$ cat src/rtl/core/per_beam_temporal_median_core_macros.svh
// Assertion macros shared by the per-beam temporal median core.
// No dependencies; included by the top level inside its module body.
`ifndef PER_BEAM_TEMPORAL_MEDIAN_CORE_MACROS_SVH
`define PER_BEAM_TEMPORAL_MEDIAN_CORE_MACROS_SVH

// Condition that must hold at every clock edge outside reset.
`define PBTM_ASSERT_ALWAYS(label, clk, rst_n, cond, msg) \
    label: assert property (@(posedge clk) disable iff (!rst_n) (cond)) else $error(msg);

// Condition that must hold in the same cycle as its trigger.
`define PBTM_ASSERT_IMPLIES(label, clk, rst_n, ante, cons, msg) \
    label: assert property (@(posedge clk) disable iff (!rst_n) (ante) |-> (cons)) else $error(msg);

// Condition that must hold in the cycle after its trigger.
`define PBTM_ASSERT_NEXT(label, clk, rst_n, ante, cons, msg) \
    label: assert property (@(posedge clk) disable iff (!rst_n) (ante) |=> (cons)) else $error(msg);

`endif

$ cat src/rtl/core/pbtm_pkg.sv
// Shared types and constants of the per-beam temporal median core.
// No dependencies; imported by the front, back and top-level modules.
`default_nettype none

package pbtm_pkg;

    localparam int BEAM_W      = 10;
    localparam int FIELD_W     = 16;
    localparam int CFG_W       = 4;
    localparam int CFG_IDX_W   = 1;
    localparam int TDATA_W     = 48;
    localparam int QUEUE_DEPTH = 4;
    localparam int CNT_W       = $clog2(QUEUE_DEPTH + 1);

    localparam logic [CFG_W-1:0] WINDOW_LENGTH_RST = 4'd3;
    localparam logic             TRAILING_MODE_RST = 1'b0;

    typedef enum logic [CFG_IDX_W-1:0] {
        CFG_WINDOW_LENGTH = 1'd0,
        CFG_TRAILING_MODE = 1'd1
    } t_cfg_idx;

    // Classification of one accepted word, made by the front end.
    typedef struct packed {
        logic [BEAM_W-1:0] beam_index;
        logic              in_range;
        logic              emit;
        logic              last;
    } t_item_ctl;

    // Back-end status seen by the top level.
    typedef struct packed {
        logic clearing;
        logic cmd_pop;
    } t_back_stat;

    typedef struct packed {
        logic               last_of_scan;
        logic [FIELD_W-1:0] median_intensity;
        logic [FIELD_W-1:0] median_range;
        logic [BEAM_W-1:0]  out_beam_index;
    } t_result;

endpackage

`default_nettype wire

$ cat src/rtl/core/pbtm_front.sv
// Front end: configuration registers, scan slot tracking and item classification.
// Depends on pbtm_pkg.
`default_nettype none

module pbtm_front #(
    parameter int WINDOW_MAX = 8,
    parameter int MAX_BEAMS  = 1024,
    parameter int SLOT_W     = (WINDOW_MAX > 1) ? $clog2(WINDOW_MAX) : 1,
    parameter int LEN_W      = $clog2(WINDOW_MAX + 1)
) (
    input  wire logic                             i_clk,
    input  wire logic                             i_rst_n,
    input  wire logic                             i_cfg_we,
    input  wire logic [pbtm_pkg::CFG_IDX_W-1:0]   i_cfg_addr,
    input  wire logic [pbtm_pkg::CFG_W-1:0]       i_cfg_wdata,
    input  wire logic                             i_valid,
    input  wire logic                             i_hold,
    input  wire logic [pbtm_pkg::BEAM_W-1:0]      i_beam,
    input  wire logic                             i_eos,
    output logic                                  o_ready,
    output logic                                  o_push,
    output pbtm_pkg::t_item_ctl                   o_ctl,
    output logic      [SLOT_W-1:0]                o_slot,
    output logic      [LEN_W-1:0]                 o_len
);

    import pbtm_pkg::*;

    logic [CFG_W-1:0]  r_win_len;
    logic              r_trailing;
    logic [SLOT_W-1:0] r_slot, n_slot;
    logic [LEN_W-1:0]  w_len;
    logic [LEN_W-1:0]  w_slot_cur;
    logic [LEN_W-1:0]  w_slot_inc;
    logic              w_accept;

    always_comb begin
        if (r_win_len == '0) begin
            w_len = LEN_W'(1);
        end else if (32'(r_win_len) > 32'(WINDOW_MAX)) begin
            w_len = LEN_W'(WINDOW_MAX);
        end else begin
            w_len = LEN_W'(r_win_len);
        end

        // A slot left beyond a shrunken window restarts at the first slot.
        w_slot_cur = (LEN_W'(r_slot) >= w_len) ? '0 : LEN_W'(r_slot);
        w_slot_inc = w_slot_cur + 1'b1;

        o_ready  = !i_hold;
        w_accept = i_valid && o_ready;
        o_push   = w_accept;

        o_ctl.beam_index = i_beam;
        o_ctl.in_range   = 32'(i_beam) < 32'(MAX_BEAMS);
        o_ctl.emit       = r_trailing || (w_slot_cur == w_len - 1'b1);
        o_ctl.last       = i_eos;
        o_slot           = SLOT_W'(w_slot_cur);
        o_len            = w_len;

        n_slot = r_slot;
        if (w_accept) begin
            if (i_eos) begin
                n_slot = (w_slot_inc >= w_len) ? '0 : SLOT_W'(w_slot_inc);
            end else begin
                n_slot = SLOT_W'(w_slot_cur);
            end
        end
    end

    always_ff @(posedge i_clk) begin
        if (!i_rst_n) begin
            r_win_len  <= WINDOW_LENGTH_RST;
            r_trailing <= TRAILING_MODE_RST;
            r_slot     <= '0;
        end else begin
            r_slot <= n_slot;
            if (i_cfg_we) begin
                case (t_cfg_idx'(i_cfg_addr))
                    CFG_WINDOW_LENGTH: begin
                        r_win_len <= i_cfg_wdata;
                    end
                    CFG_TRAILING_MODE: begin
                        r_trailing <= i_cfg_wdata[0];
                    end
                    default: begin
                        r_win_len <= r_win_len;
                    end
                endcase
            end
        end
    end

endmodule

`default_nettype wire

$ cat config.mk
export PLATFORM = sky130hd
export DESIGN_NAME = pbtm_front
export DESIGN_NICKNAME = d
export VERILOG_FILES = /design/src/rtl/core/per_beam_temporal_median_core_macros.svh /design/src/rtl/core/pbtm_pkg.sv /design/src/rtl/core/pbtm_front.sv
export SDC_FILE = /design/constraint.sdc
export NUM_CORES = 1
export LEC_CHECK = 0
export BUFFER_PORTS_ARGS = -buffer_cell sky130_fd_sc_hd__buf_2
export CAP_MARGIN = 10
export CELL_PAD_IN_SITES_DETAIL_PLACEMENT = 0
export CELL_PAD_IN_SITES_GLOBAL_PLACEMENT = 1
export CORE_MARGIN = 1.5
export CORE_UTILIZATION = 26
export DETAILED_ROUTE_END_ITERATION = 8
export GPL_TIMING_DRIVEN = 0
export MAX_ROUTING_LAYER = met4
export PLACE_DENSITY_LB_ADDON = 0.1
export SLEW_MARGIN = 5
export SYNTH_ARGS = -nofsm -noshare
export SYNTH_HDL_FRONTEND = slang
export SYNTH_SLANG_ARGS = --single-unit
$ cat constraint.sdc
create_clock -name i_clk -period 2.5 [get_ports i_clk]
set_clock_uncertainty 0.1 [all_clocks]
set_input_delay 0.125 -clock i_clk [delete_from_list [all_inputs] [get_ports i_clk]]
set_output_delay 0.125 -clock i_clk [all_outputs]
set_load 0.01 [all_outputs]
## After elaboration in Yosys (flattened, before gate mapping)

Index checks and enable logic that the tools add are counted.
Widths: inputs -> output; s select.

- Bits in registers: 8
- Input bits: 21
- Word-level logic and storage cells: 21

- Add/subtract/negate cells: 2
- Order comparisons: 3
- Equality and inequality tests: 1
- Multiplexer cells: 5
- Bitwise gates (word level): 1
- Reductions and logical operators: 6

Operators with widths:

| kind | count |
|---|---|
| $mux 3 | 3 |
| $mux 4 | 2 |
| $add 3x1->4 const B | 1 |
| $eq 3x4->1 | 1 |
| $ge 3x4->1 | 1 |
| $ge 4x4->1 | 1 |
| $gt 4x4->1 const B | 1 |
| $logic_not 4->1 | 1 |
| $reduce_and 2->1 | 2 |
| $sub 4x1->4 const B | 1 |
| $logic_and 1x1->1 | 1 |
| $logic_not 1->1 | 1 |
| $logic_or 1x1->1 | 1 |
| $not 1->1 | 1 |

## Logic depth before layout (Yosys ltp)

- Depth after elaboration: 9
- Depth in mapped cells: 15

## Least setup slack after synthesis

No wires, ideal clock.

- Path type: register to register
- Start: register r_win_len[1]
- End: register r_slot[1]
- Setup time: 70 ps
- Data arrival time: 2936 ps
- Data required time: 2330 ps
- Path slack: -606 ps
- Cell stages (with the launch flop): 15
- Path buffers: 0
- Clock period less this slack: 3106 ps
- Path through: dfxtp_1 -> nor2_1 -> nor2_1 -> nor2_1 -> ha_1 -> nand2b_4 -> a211oi_4 -> nor2_1 -> nor2_1 -> ha_1 -> ha_1 -> a211oi_1 -> o21ai_0 -> o22a_1 -> a21oi_1

- Longest elaborated chain between the ends: 9
- Elaborated cells between the ends (all ways): 10
- Classes of those cells: add/sub (1); order compare (3); mux (5); reduce/logical (1)

RTL lines:

| item | line | RTL |
|---|---|---|
| from (decl) | pbtm_front.sv:29 | `logic [CFG_W-1:0] r_win_len;` |
| from (signal assigned) | pbtm_front.sv:81 | `r_win_len <= i_cfg_wdata;` |
| from (signal assigned) | pbtm_front.sv:87 | `r_win_len <= r_win_len;` |
| $gt 4x4->1 | pbtm_front.sv:40 | `end else if (32'(r_win_len) > 32'(WINDOW_MAX)) begin` |
| $mux 4 | pbtm_front.sv:40 |  |
| $mux 4 * | pbtm_front.sv:38 | `if (r_win_len == '0) begin` |
| named net o_len[0] | pbtm_front.sv:24 | `output logic [LEN_W-1:0] o_len` |
| $ge 3x4->1 * | pbtm_front.sv:47 | `w_slot_cur = (LEN_W'(r_slot) >= w_len) ? '0 : LEN_W'(r_slot);` |
| $mux 3 * | pbtm_front.sv:47 |  |
| named net o_slot[0] | pbtm_front.sv:23 | `output logic [SLOT_W-1:0] o_slot,` |
| $add 3x1->4 * | pbtm_front.sv:48 | `w_slot_inc = w_slot_cur + 1'b1;` |
| $ge 4x4->1 | pbtm_front.sv:64 | `n_slot = (w_slot_inc >= w_len) ? '0 : SLOT_W'(w_slot_inc);` |
| $mux 3 * | pbtm_front.sv:64 |  |
| $mux 3 * | pbtm_front.sv:63 | `if (i_eos) begin` |
| to (signal assigned) | pbtm_front.sv:77 | `r_slot <= n_slot;` |
| to (decl) | pbtm_front.sv:31 | `logic [SLOT_W-1:0] r_slot, n_slot;` |

The timed path passes the listed nets; every way through them passes the cells marked *.
A chain may end at the register's enable or synchronous reset.

## Worst setup path in the final report

- Start: register r_win_len[1]
- End: register r_slot[1]

- Longest elaborated chain between the ends: 9
- Elaborated cells between the ends (all ways): 10
- Classes of those cells: add/sub (1); order compare (3); mux (5); reduce/logical (1)

RTL lines:

| item | line |
|---|---|
| $gt 4x4->1 | pbtm_front.sv:40 |
| $mux 4 | pbtm_front.sv:40 |
| $mux 4 * | pbtm_front.sv:38 |
| $ge 3x4->1 | pbtm_front.sv:47 |
| $mux 3 | pbtm_front.sv:47 |
| $add 3x1->4 | pbtm_front.sv:48 |
| $ge 4x4->1 | pbtm_front.sv:64 |
| $mux 3 | pbtm_front.sv:64 |
| $mux 3 * | pbtm_front.sv:63 |

Every way passes the cells marked *; elsewhere a longest branch is shown, timed or not.

==> metrics <==
fin crit period=2750 ps; die span in x=56.2 um; root buf cell=clkbuf_4; Max VDD drop=0.000210 V; Total GRT Usage=0.121; nature of the critical path startpoint=flip-flop; Synth area leaders=dfxtp_1 22%, ha_1 15%, buf_4 12%; via count=722; post-synth top area share=0.218; TritonCTS Buffers=3; Syn-to-layout area delta=52.1%; Cell Area, Synth=734 sq um; violated checks=negative setup slack; Starting Density=0.271; Setup WS post-layout=-253 ps; Mean Syn Cell Area=8.07 sq um; share of post-route cells with drive strength above 1=0.567; WHS=0.760 ps; crit path DAT=2830 ps; HPWL Detailed=1430 um; wire per inst=11.0 um; final wirelength=1810 um; clock slew at reported path FFs=60 ps; Critical-path top delay cell=dfxtp_4; cells after synthesis=91; DR pass1 iterations=4; Setup Viol. Count Final=4; Crit. End Element=flip-flop; fin crit share=1.10; CP bufs+invs=0; CP peak stage delay=360 ps; full die area=3150 sq um; syn_nets=121; htree depth=1; CTS tree=built; # diodes=0; height of the die=56.2 um; CP max FO=4; Hold/Removal Path Class=input port to flip-flop; Placement Rows=19; Max Cap Violations=0; Crit path max-delay family=compound AO/OA/AOI/OAI gates; area leader, netlist=dfxtp_1; Synth warnings=0; critical path type=flip-flop to flip-flop; sequential area share after synthesis=0.218; Crit path required time=2580 ps; io pins=43; Total Power=430 uW; via/cell ratio=4.38; antenna-violating nets left=0; # DRC=0; FMAX=0.363 GHz; core region area=2710 sq um; IO Port Bufs=31; Clock Tree Buf Depth=2; vias in the first global route=671; Yosys reg bits=8; gpl congestion=0.717; Worst path most repeated cell=nor2_2; DR iter-0 viols=13; Hold Vio Cnt, Final=0; Yosys cell types=30; largest net degree at the start of global routing=8; RSZ-0062 raised after global routing=true; Nets=166; PD cells=385 nW/um^2; first-pass GRT wire length=2920 um; Clk Latency, worst-skew pair=250 ps; Post-Route Utilization=0.412; cell breakdown of the critical path=nor2_4 > nor2_2 > nor2_2 > ha_1 > nand2b_4 > a211oi_4 > nor2_2 > nor2_4 > ha_4 > xor2_2 > ha_1 > o21ai_2 > o21ai_2 > o22a_1 > a21oi_1; FILL cells=282; gr ovfl total=0; status=finished, violations left; Sink Count=8; antenna violations before repair=0; Final Max Slew Viols=0; LEAKAGE=0.000560 uW
==> Yosys cell counts (all sizes together) <==
master / number
xnor2: 2
o2bb2ai: 1
mux2i: 3
a21oi: 4
dfxtp: 8
nand2: 9
clkinv: 1
nor2b: 3
ha: 9
nand3: 1
buf: 12
o32ai: 1
o22a: 1
and3: 1
a211oi: 2
nand2b: 2
o21a: 2
conb: 1
nor2: 9
a31o: 1
clkbuf: 2
nor3: 1
o21ai: 5
xor2: 2
inv: 8
==> metal layers <==
metal / GRT usage / wire, um / up-vias
met5: - / 0 / -
met4: 0.0408 / 14 / 0
met3: 0.0233 / 95 / 2
met2: 0.187 / 859 / 24
met1: 0.160 / 838 / 324
li1: - / - / 372
==> metrics by stage <==
step / setup TNS (ps) / cells / area [sq um] / setup WS [ps]
3_5_place_dp: -1330 / 153 / 975 / -478
3_3_place_gp: -1380 / 153 / 975 / -491
6_report: -789 / 165 / 1120 / -253
4_1_cts: -901 / 162 / 1050 / -308
2_1_floorplan: -737 / 91 / 781 / -271
5_1_grt: -1590 / 165 / 1120 / -469
==> flip-flops by register name, indices dropped and copies added (netlist names) <==
register    flops
r_trailing      1
r_slot          3
r_win_len       4
==> final timing paths <==
| check | slack (ps) | depth (start not counted) | startpoint | endpoint |
|---|---|---|---|---|
| setup reg to reg | -250 | 15 | r_win_len[1] | r_slot[1] |
| hold reg to reg | 370 | 2 | r_trailing | r_trailing |
| hold / removal | 0.8 | 3 | i_cfg_wdata[3] | r_win_len[3] |
| setup / recovery | -250 | 15 | r_win_len[1] | r_slot[1] |
==> layout make-up <==
type | instances | area [sq um] | share of cell area
Inverter | 9 | 35.0 | 0.0314
Multi-Input combinational cell | 60 | 529 | 0.474
Tap cell | 31 | 38.8 | 0.0347
Buffer | 14 | 97.6 | 0.0873
Sequential cell | 8 | 165 | 0.148
Clock buffer | 3 | 22.5 | 0.0202
Timing Repair Buffer | 40 | 229 | 0.205
==> cells by family after synthesis <==
family,count (synthesis),share of synthesized area
AOI/OAI and AO/OA,17,0.177
DFF,8,0.218
buffers and inverters,23,0.181
and+or+nand+nor,26,0.167
xor gates and xnor gates,4,0.0579
adders and majority gates,9,0.153
other,1,0.00511
muxes,3,0.0409
==> what timing repair did <==
| action | CTS | global route |
|---|---|---|
| buffers inserted | 5 | 3 |
| resized for setup | 4 | 9 |
| hold endpoints to repair | 1 | 0 |
| pin swaps | 8 | 4 |
| setup endpoints to repair | 4 | 4 |
| hold buffers | 1 | 0 |
==> power breakdown <==
group / total, uW / internal [uW] / switching, uW / leakage (uW)
Clock: 97.8 / 54.9 / 42.9 / 0.0000138
Combinational: 192 / 103 / 89.0 / 0.000481
Sequential: 140 / 134 / 6.35 / 0.0000658
Total: 430 / 292 / 138 / 0.000560
==> tightest hold or removal path: stages <==
cell and delay (ps):
buf_2 70, a21oi_1 50, nor2_1 70
==> cell usage in the layout, fill, tap and decap left out, types with 2 or more instances in the layout <==
cell / Yosys / final
clkbuf_4: 0 / 3
dfxtp_1: 8 / 6
nor2_2: 0 / 3
mux2i_1: 3 / 3
buf_4: 12 / 19
o21ai_2: 0 / 4
ha_4: 0 / 3
clkbuf_1: 2 / 2
inv_1: 8 / 7
a21oi_1: 4 / 4
xnor2_1: 2 / 2
nand2_1: 9 / 8
buf_2: 0 / 31
nor2b_1: 3 / 3
nor2_1: 9 / 4
nor2_4: 0 / 2
ha_1: 9 / 6
No activity file was read; power rests on OpenSTA's default activity.
