<file path="config.mk">
export PLATFORM = sky130hd
export DESIGN_NAME = pbtm_fifo
export DESIGN_NICKNAME = d
export VERILOG_FILES = /design/src/rtl/core/per_beam_temporal_median_core_macros.svh /design/src/rtl/core/pbtm_fifo.sv
export SDC_FILE = /design/constraint.sdc
export NUM_CORES = 1
export LEC_CHECK = 0
export ABC_AREA = 1
export BUFFER_PORTS_ARGS = -buffer_cell sky130_fd_sc_hd__buf_2
export CAP_MARGIN = 20
export CORE_UTILIZATION = 55
export CTS_CLUSTER_DIAMETER = 100
export CTS_CLUSTER_SIZE = 8
export DETAILED_ROUTE_END_ITERATION = 8
export GPL_ROUTABILITY_DRIVEN = 1
export GPL_TIMING_DRIVEN = 0
export HOLD_SLACK_MARGIN = 0.12
export PLACE_DENSITY = 0.77
export SLEW_MARGIN = 20
export SYNTH_ARGS = -nofsm -noshare
export SYNTH_HDL_FRONTEND = slang
export SYNTH_SLANG_ARGS = --single-unit
</file>
<file path="constraint.sdc">
create_clock -name i_clk -period 1.4 [get_ports i_clk]
set_input_delay 0.07 -clock i_clk [delete_from_list [all_inputs] [get_ports i_clk]]
set_output_delay 0.07 -clock i_clk [all_outputs]
set_load 0.005 [all_outputs]
</file>
<file path="src/rtl/core/per_beam_temporal_median_core_macros.svh">
// Assertion macros shared by the per-beam temporal median core.
// No dependencies; included by the top level inside its module body.
`ifndef PER_BEAM_TEMPORAL_MEDIAN_CORE_MACROS_SVH
`define PER_BEAM_TEMPORAL_MEDIAN_CORE_MACROS_SVH

// Condition that must hold at every clock edge outside reset.
`define PBTM_ASSERT_ALWAYS(label, clk, rst_n, cond, msg) \
    label: assert property (@(posedge clk) disable iff (!rst_n) (cond)) else $error(msg);

// Condition that must hold in the same cycle as its trigger.
`define PBTM_ASSERT_IMPLIES(label, clk, rst_n, ante, cons, msg) \
    label: assert property (@(posedge clk) disable iff (!rst_n) (ante) |-> (cons)) else $error(msg);

// Condition that must hold in the cycle after its trigger.
`define PBTM_ASSERT_NEXT(label, clk, rst_n, ante, cons, msg) \
    label: assert property (@(posedge clk) disable iff (!rst_n) (ante) |=> (cons)) else $error(msg);

`endif

</file>
<file path="src/rtl/core/pbtm_fifo.sv">
// Small register-based first-word-fall-through queue.
// Standalone; used for the command queue and the result queue.
`default_nettype none

module pbtm_fifo #(
    parameter int WIDTH = 8,
    parameter int DEPTH = 4,
    parameter int CNT_W = $clog2(DEPTH + 1)
) (
    input  wire logic             i_clk,
    input  wire logic             i_rst_n,
    input  wire logic             i_push,
    input  wire logic [WIDTH-1:0] i_data,
    input  wire logic             i_pop,
    output logic      [WIDTH-1:0] o_data,
    output logic      [CNT_W-1:0] o_count
);

    localparam int PTR_W = (DEPTH > 1) ? $clog2(DEPTH) : 1;

    logic [WIDTH-1:0] r_mem [DEPTH];
    logic [PTR_W-1:0] r_wr, n_wr;
    logic [PTR_W-1:0] r_rd, n_rd;
    logic [CNT_W-1:0] r_count, n_count;

    always_comb begin
        n_wr    = r_wr;
        n_rd    = r_rd;
        n_count = r_count;
        if (i_push) begin
            n_wr = (r_wr == PTR_W'(DEPTH - 1)) ? '0 : r_wr + 1'b1;
        end
        if (i_pop) begin
            n_rd = (r_rd == PTR_W'(DEPTH - 1)) ? '0 : r_rd + 1'b1;
        end
        if (i_push && !i_pop) begin
            n_count = r_count + 1'b1;
        end else if (!i_push && i_pop) begin
            n_count = r_count - 1'b1;
        end
    end

    always_ff @(posedge i_clk) begin
        if (!i_rst_n) begin
            r_wr    <= '0;
            r_rd    <= '0;
            r_count <= '0;
        end else begin
            r_wr    <= n_wr;
            r_rd    <= n_rd;
            r_count <= n_count;
        end
    end

    always_ff @(posedge i_clk) begin
        if (i_push) begin
            r_mem[r_wr] <= i_data;
        end
    end

    assign o_data  = r_mem[r_rd];
    assign o_count = r_count;

endmodule

`default_nettype wire

</file>
== After elaboration in Yosys (flattened, before gate mapping) ==
Memory sizes are Yosys's and may differ from the RTL's. A register that Yosys moved wholly into a read port is not among the register bits.
Index checks and enable logic that the tools add are counted.
Storage, ports and cells
  bits in writable memories: 32
  bits of input ports: 12
  memories kept: 1
  logic and storage cells: 23
  register bits: 7
  output and inout bits: 11
Cells by class
  multiplexer cells: 8
  add/subtract/negate cells: 4
  eq/ne operators: 2
  reduce and logical (&&, ||, !) cells: 5
Memories
  r_mem: words 4, bits a word 8, read ports 1, clocked after memory_dff 1, write ports 1, RTL line pbtm_fifo.sv:21  | logic [WIDTH-1:0] r_mem [DEPTH];
Operator list (count)
  $mux W2: 4
  $mux W3: 2
  $add A2 B1 Y2 const B: 2
  $eq A2 B2 Y1 const B: 2
  $add A3 B1 Y3 const B: 1
  $sub A3 B1 Y3 const B: 1
  $logic_and A1 B1 Y1: 2
  $logic_not A1 Y1: 2
  $mux W1: 2
  $reduce_bool A2 Y1: 1

== Depth between registers and ports, before layout ==
Gate-level depths: netlist (run 1).
  depth after elaboration: 4
  depth in mapped cells: 10
  gate-level depth less buffers: 10

== Least setup slack after synthesis (run 1) ==
OpenSTA, ideal clock, no wires.
  path type: register to register
  from: reg r_count[0] (netlist: o_count[0])
  to: reg r_count[2] (netlist: o_count[2])
  library setup time: 0.110 ns
  cell stages (with the launch flop): 8
  required time: 1.290 ns
  data arrival time: 1.041 ns
  buffers on the path: 0
  clock period less this slack: 1.151 ns
  setup slack: 0.249 ns
  cell sequence: dfxtp_1 > fa_1 > inv_1 > nand2_1 > nand3_1 > nand2_1 > inv_1 > nor2_1
Between the ends
  cells in the longest elaborated chain, start to end: 3
  elaborated cells between the ends (all ways): 4
  classes of those cells: 2 x add/sub; 2 x mux
RTL lines
  start: declaration: RTL line pbtm_fifo.sv:24  | logic [CNT_W-1:0] r_count, n_count;
  start signal: assignment: RTL line pbtm_fifo.sv:51  | r_count <= n_count;
  $sub A3 B1 Y3: RTL line pbtm_fifo.sv:39  | n_count = r_count - 1'b1;
  $mux W3: RTL line pbtm_fifo.sv:38  | end else if (!i_push && i_pop) begin
  $mux W3 *: RTL line pbtm_fifo.sv:36  | if (i_push && !i_pop) begin
Mark *: on every way between the ends. The rest lies on a longest branch, timed or not. The select of a mux whose other input is x is not followed.
A chain may end at the register's enable or synchronous reset.

==> run summary, run 1 <==
On the final layout, the worst clock skew is 0.01842 ns. The worst vdd rail ir drop was 1112 uV; the headroom to the max-slew limit was 75.32%. Counting distinct cell types in the post-synthesis netlist gives 19. The net count after synthesis is 152. Sorting the synthesized cells by area gives the leading types as sky130_fd_sc_hd__edfxtp_1 59%, sky130_fd_sc_hd__dfxtp_1 11%, sky130_fd_sc_hd__nor2_1 5.0%, sky130_fd_sc_hd__ha_1 4.6%, sky130_fd_sc_hd__o21ai_0 4.6%.

Summing every instance area after synthesis gives 1642 um^2. The floorplan die area is 3207 um^2, and the fraction of post-synthesis cell area in the top cell type by area is 58.54%. Compared with the post-synthesis result, the final layout area differs by 29.50%.

Of the synthesized area, sequential elements account for 69.51%. After global routing the overflow that remains totals 0. The placed wire-length estimate after detailed placement was 1892 um; the final layout net count was 198. Entering global routing, the biggest net connects 15 pins. After layout, the minimum clock period comes to 1.402 ns. STA classifies the critical path startpoint as a flop. The total of fill cells in the finished design was 179. The post-route worst setup slack is -0.002178 ns. For this design the static power due to leakage is 0.8753 nW. The warning count from the yosys run is 0. The synthesized flop and latch total came out at 41.

Of all cell types, the one taking the most synthesized area is sky130_fd_sc_hd__edfxtp_1. The clock drives 41 sinks. The die width works out to 56.63 um.

In this run the worst hold path is classified as input port to flop. In this run the vertical extent of the chip is 56.63 um. The tools report the final count of pins violating max slew as 0. The routed layout has 1126 vias. After floorplanning, the core was divided into 19 placement rows.

The first global-routing pass estimated 4995 um of wire. The library cell used most frequently in the layout, excluding fill and tap cells, is sky130_fd_sc_hd__edfxtp_1. The post-CTS clock slew at the launch and capture registers of the worst setup and hold paths works out to 0.14 ns. Number of global-route vias before repair: 1104. TritonCTS created 5 clock buffers. For the pin with the worst max-slew slack, the measured transition is 0.3697 ns. Summing all multi-input logic gate instances after layout gives 444.2 um^2. The worst-path maximum fanout was 5.

The congestion estimate from routability-driven global placement came to 0.7085. After detailed placement, the design holds a cell count of 186. By startpoint and endpoint, the worst setup path is classified as flop to output pin. For the number of H-tree levels, the log shows 2.

The worst setup path is captured at an output pin. After detailed routing, the average wire length per cell comes to 14.95 um. Setup repair after global routing could not meet its margin everywhere.

Overall fraction of global-route tracks in use: 22.01%. The minimum hold slack was 0.1560 ns. TritonCTS built the clock tree. In this run, the number of DRC markers left after iteration 0 of detailed routing was 38. The count of nets left with antenna violations once routing finished came out at 0. Based on the critical path, the design can be clocked at up to 0.7132 GHz. The source-to-sink clock delay at the later pin of the worst-skew pair is 0.37 ns, and the endpoint arrival time on the critical path is 1.33 ns. After detailed routing, the number of vias per cell comes to 5.336. For the number of antenna violations at the first check in global routing, the log shows 0. At the worst endpoint, the required time is 1.33 ns. For this design the top-level I/O count stands at 23.

After floorplanning, the core was sized to cover 2781 um^2. The run gives 59.02% as the initial cell density of the core. The cell area power density is 1266 nW/um^2, and the hold violation count in the final report is 0. The final wirelength is 3155 um. The count of endpoints failing setup in the final report came out at 1. Share of the core filled with cells: 76.43%. After technology mapping, the gate count stands at 133.

In the final layout, the share of cells above drive strength 1 is 28.33%. The library cells used most frequently in the layout, excluding fill and tap cells, are 32 x sky130_fd_sc_hd__edfxtp_1, 22 x sky130_fd_sc_hd__buf_2, 19 x sky130_fd_sc_hd__nor2_1. For this run, the detailed router's first-pass iteration total came to 4.

Number of buffers inserted by port buffering: 22. The cell sitting at the root of the clock tree is a sky130_fd_sc_hd__clkbuf_4. The count of maximum capacitance violations was 0. The run gives 1149 um^2 as the area used by sequential logic in the layout. A synthesized cell averages 12.34 um^2. The tools report the count of placed standard cells in the final layout, fillers left out as 211. The flow ran to the end, but the final reports show violations. The tools report the maximum number of buffers from clock root to sink as 2.

In this run the cell area measured after placement is 1790 um^2. The final reports fail on negative setup slack. The number of design rule violations left after detail routing is 0. The tools report the antenna diode instance count as 0. The finished cells cover 2126 um^2.

The final critical-path share of the clock period works out to 100.2%.
-- critical path: stages (launching register included) --
cell and delay [ns]:
sky130_fd_sc_hd__dfxtp_4 0.40, sky130_fd_sc_hd__inv_6 0.09, sky130_fd_sc_hd__buf_8 0.12, sky130_fd_sc_hd__nor2_4 0.03, sky130_fd_sc_hd__o22ai_2 0.17, sky130_fd_sc_hd__buf_2 0.14
-- final cells by class --
cell class                 instances  area share, %
clock buffer                       6          2.943
tap                               31          1.825
clock inverter                     2          1.825
buffer                             2          1.413
sequential                        41          54.03
timing repair buffer              39          13.89
multi-input combinational         74          20.89
inverter                          16          3.178
-- synthesized netlist by cell type --
cell / n
sky130_fd_sc_hd__edfxtp_1: 32
sky130_fd_sc_hd__nor2_1: 22
sky130_fd_sc_hd__inv_1: 15
sky130_fd_sc_hd__o21ai_0: 15
sky130_fd_sc_hd__dfxtp_1: 9
sky130_fd_sc_hd__nand2_1: 8
sky130_fd_sc_hd__o22ai_1: 8
sky130_fd_sc_hd__ha_1: 6
sky130_fd_sc_hd__a21oi_1: 3
sky130_fd_sc_hd__buf_6: 2
sky130_fd_sc_hd__nor2_2: 2
sky130_fd_sc_hd__nor3_1: 2
sky130_fd_sc_hd__o21ai_1: 2
sky130_fd_sc_hd__o21ai_2: 2
sky130_fd_sc_hd__fa_1: 1
sky130_fd_sc_hd__inv_2: 1
sky130_fd_sc_hd__nand3_1: 1
sky130_fd_sc_hd__nand4_1: 1
sky130_fd_sc_hd__xor2_1: 1
-- through the flow --
step,setup TNS [ns],worst slack (ns),total power [mW]
CTS,-0.02264,-0.01170,2.662
detailed placement,0,0.05162,1.735
global route,-0.3072,-0.06179,2.788
global placement,0,0.1065,1.715
finish,-0.002178,-0.002178,2.692
floorplan,0,0.2492,1.610
-- per-layer routing --
metal | share of wire, % | vias to the layer above | global-route usage, %
met4 | 3.1 | 0 | 14.63
met3 | 5.7 | 9 | 5.530
met5 | 0 | - | 0
met2 | 51 | 37 | 37.65
li1 | - | 555 | -
met1 | 41 | 525 | 23.92
-- worst paths after layout --
| path | slack [ns] | from | end | cells after the start |
|---|---|---|---|---|
| min reg2reg | 0.55 | r_wr[1] | r_wr[1] | 2 |
| min | 0.16 | i_pop | flop | 5 |
| max | -0.002 | flop | o_data[6] | 5 |
| max reg2reg | 0.12 | r_wr[0] | r_mem[0][7] | 4 |
-- report_power, final --
| group | total [mW] | switching [mW] | internal [mW] |
|---|---|---|---|
| Clock | 0.899 | 0.409 | 0.491 |
| Sequential | 1.42 | 0.0446 | 1.38 |
| Combinational | 0.369 | 0.190 | 0.179 |
| Total | 2.69 | 0.643 | 2.05 |
-- logic make-up (layout without fill, tap and decap cells) --
logic type               count (synthesis)  count (layout)  synth area share, %
buffers and inverters                   18              65                5.030
adder cells (fa/ha/maj)                  7               7                5.793
AND/OR/NAND/NOR                         36              36                8.918
XOR/XNOR                                 1               1               0.5336
AO/OA/AOI/OAI                           30              30                10.21
flip-flops                              41              41                69.51
-- sequential cells by signal, indices dropped and copies added (netlist names), named ones only --
| name | cells |
|---|---|
| r_mem | 32 |
| r_wr | 2 |
| r_rd | 2 |
| o_count | 3 |
-- what timing repair did --
action | in CTS | in global routing
gates resized for setup | 12 | 17
pin swaps | 2 | 5
buffers inserted | 4 | 0
cloned | 1 | 0
setup endpoints to repair | 8 | 8
hold buffers | 12 | 0
endpoints found under the hold margin | 41 | 0
Note: power is estimated with default switching activity, not from simulation.
==> inputs of run 2 (changes only) <==
--- a/config.mk
+++ b/config.mk
@@ -15,7 +15,7 @@
 export GPL_ROUTABILITY_DRIVEN = 1
 export GPL_TIMING_DRIVEN = 0
 export HOLD_SLACK_MARGIN = 0.12
-export PLACE_DENSITY = 0.77
+export PLACE_DENSITY = 0.83
 export SLEW_MARGIN = 20
 export SYNTH_ARGS = -nofsm -noshare
 export SYNTH_HDL_FRONTEND = slang
==> run 2 against run 1 <==
  * The run now ends clean
  * Fmax rose by 1.4%
  * Largest cell class unchanged
  * Power rose by 0.95%
  * Clock power rose by 6.0%
  * Critical path type unchanged
==> run summary, run 2 (same netlist as run 1, synthesis figures left out) <==
Minimum clock period: 1.383 ns (-0.01949 ns). The library cells used most frequently in the layout, excluding fill and tap cells, are 32 x sky130_fd_sc_hd__edfxtp_1, 22 x sky130_fd_sc_hd__nor2_1, 22 x sky130_fd_sc_hd__buf_2. The worst-path maximum fanout works out to 8 (+3). The tools report the total of fill cells in the finished design as 173 (-3.4%). Die extent in y: 56.63 um (unchanged).

The antenna diode instance count was 0 (unchanged); the area growth from synthesis to layout was 26.75%. The number of design rule violations left after detail routing came out at 0 (unchanged). For the share of the core filled with cells, the log shows 74.81% (-1.6 points). The final cell area excluding filler cells is 2081 um^2 (-2.1%), and the count of maximum capacitance violations is 0 (unchanged). The via density per instance works out to 5.392 (+1.0%). The share of cells above drive strength 1 was 24.16% (-4.2 points). The first-iteration detailed-routing DRC count is 55 (+45%), and the largest net degree at the start of global routing is 15 (unchanged). The tools report the worst vdd rail ir drop as 1444 uV (+30%). Overall overflow remaining after global route: 0 (unchanged).

The tools report the final wirelength as 3107 um (-1.5%). In this run the critical register-to-register path is launched from r_wr[0]. The initial cell density of the core is 59.02% (unchanged), and the hold violation count in the final report is 0 (unchanged). The post-CTS clock slew at the launch and capture registers of the worst setup and hold paths is 0.13 ns (about the same), and the number of optimization iterations in the first detailed-route pass is 4 (unchanged). The flip-flop count of the largest register, all copies and words added was 32 (unchanged).

The number of antenna violations at the first check in global routing was 0 (unchanged). For the leakage dissipation, the log shows 0.8587 nW (-1.9%). The worst setup path is launched from a flop. The floorplan die area came out at 3207 um^2 (unchanged). The final count of pins violating max slew is 0 (unchanged). The register with the most flip-flops in the final layout is r_mem. The number of buffers created by CTS came out at 5 (unchanged).

The required time of the critical path was 1.33 ns (about the same). The number of cells on the worst reg-to-reg path works out to 4 (unchanged). The placed wire-length estimate after detailed placement came out at 2023 um (+6.9%). The actual slew at the worst max-slew pin was 0.3774 ns (+0.007669 ns); the endpoint arrival time on the critical path was 1.31 ns (-0.02 ns). The post-route clock skew was 0.006160 ns (-0.01226 ns); the cell area power density was 1306 nW/um^2 (+3.1%). The run gives 21.59% (-0.42 points) as the overall fraction of global-route tracks in use.

The tools report the endpoint of the lowest-slack register-to-register path as r_mem[2][5]. Register-to-register setup slack: 0.11 ns (about the same). The wire length of the first global-routing pass was 4981 um (-0.28%). TritonCTS built the clock tree.

Headroom to the max-slew limit: 74.81% (-0.51 points). Setup repair after global routing could not meet its margin everywhere. The boundary pin count is 23 (unchanged), and the total clock sinks is 41 (unchanged). The source-to-sink clock delay at the later pin of the worst-skew pair is 0.35 ns (-0.02 ns). The count of endpoints failing setup in the final report was 0 (-1).

For the floorplan row count, the log shows 19 (unchanged). Following the worst setup path forward leads to its endpoint at o_data[0]. The final critical-path share of the clock period works out to 98.76% (-1.4 points). The total power of the final layout came out at 2.718 mW (+0.95%). The kind of critical path was flop to output pin. The number of buffers inserted by port buffering is 22 (unchanged), and the routability congestion estimate is 0.8015 (+13%). The routed wire length per instance was 14.87 um (-0.58%). The maximum number of buffers from clock root to sink came out at 2 (unchanged).

Clock tree synthesis selected as its root buffer the cell sky130_fd_sc_hd__clkbuf_4. The flow ran to the end, and the final reports show no timing, DRC or antenna violations. The routed via count is 1127 (+0.089%). Number of global-route vias before repair: 1129 (+2.3%). The total cell area at the placement stage is 1790 um^2 (unchanged). Post-detailed-route count of antenna-violating nets: 0 (unchanged). The die width was 56.63 um (unchanged). Leaving out fill and tap cells, the most frequent cell in the layout is sky130_fd_sc_hd__edfxtp_1. The floorplan core area is 2781 um^2 (unchanged).

The worst hold-check path type is input port to flop. The endpoint type of the worst setup path was an output pin. The highest clock frequency the design can meet was 0.7232 GHz (+1.4%).

The tools report the final layout net count as 196 (-1.0%). Number of H-tree levels: 2 (unchanged).
## run 2: how the worst min path moves through the flow
stage | start | to | slack [ns] | depth (start not counted)
3_3_place_gp | i_data[6] | r_mem[3][6] | 0.28 | 1
5_1_grt | i_pop | flop | 0.17 | 5
6_report | i_pop | flop | 0.16 | 5
3_5_place_dp | i_data[2] | r_mem[3][2] | 0.29 | 1
4_1_cts | i_pop | flop | 0.15 | 5
2_1_floorplan | i_data[0] | r_mem[0][0] | 0.17 | 0
## run 2: cell type report
type / count / area, um^2 / share of cell area (%)
Buffer: 2 / 26.28 / 1.263
Timing Repair Buffer: 37 / 270.3 / 12.99
Clock buffer: 5 / 37.54 / 1.804
Tap cell: 31 / 38.79 / 1.864
Clock inverter: 3 / 68.82 / 3.307
Inverter: 16 / 67.56 / 3.247
Sequential cell: 41 / 1146 / 55.08
Multi-Input combinational cell: 74 / 425.4 / 20.44
## run 2: report_power, final
part           leakage (nW)  internal [mW]  switching (mW)
clock                0.0558          0.562           0.391
sequential            0.370           1.38          0.0433
combinational         0.433          0.161           0.180
total                 0.859           2.10           0.615
## run 2: per-stage QoR
stage / setup TNS, ns / cells / hold slack [ns] / setup slack [ns]
global placement: 0 / 186 / 0.2801 / 0.1126
floorplan: 0 / 133 / 0.1689 / 0.2492
CTS: -0.03107 / 208 / 0.1475 / -0.01184
global route: -0.2056 / 209 / 0.1747 / -0.04705
detailed placement: 0 / 186 / 0.2914 / 0.03487
finish: 0 / 209 / 0.1631 / 0.01731
## run 2: repair_timing
item,in CTS,in global routing
resized for setup,7,4
gates cloned,0,1
buffers inserted,2,0
hold buffers,12,0
endpoints found under the hold margin,41,0
endpoints found under the setup margin,8,8
pin swaps,0,0
## run 2: worst max-delay path: stages, from the launching register on
cell and delay [ns]:
sky130_fd_sc_hd__dfxtp_4 0.42, sky130_fd_sc_hd__inv_6 0.06, sky130_fd_sc_hd__clkbuf_16 0.15, sky130_fd_sc_hd__o21ai_4 0.12, sky130_fd_sc_hd__o22ai_1 0.08, sky130_fd_sc_hd__buf_2 0.13
## run 2: per-layer routing
layer	GRT usage (%)	up-vias	wire length, um
met5	0	-	0
met4	12.54	0	86
met3	5.530	12	161
met2	36.30	40	1582
met1	24.80	524	1277
li1	-	551	-
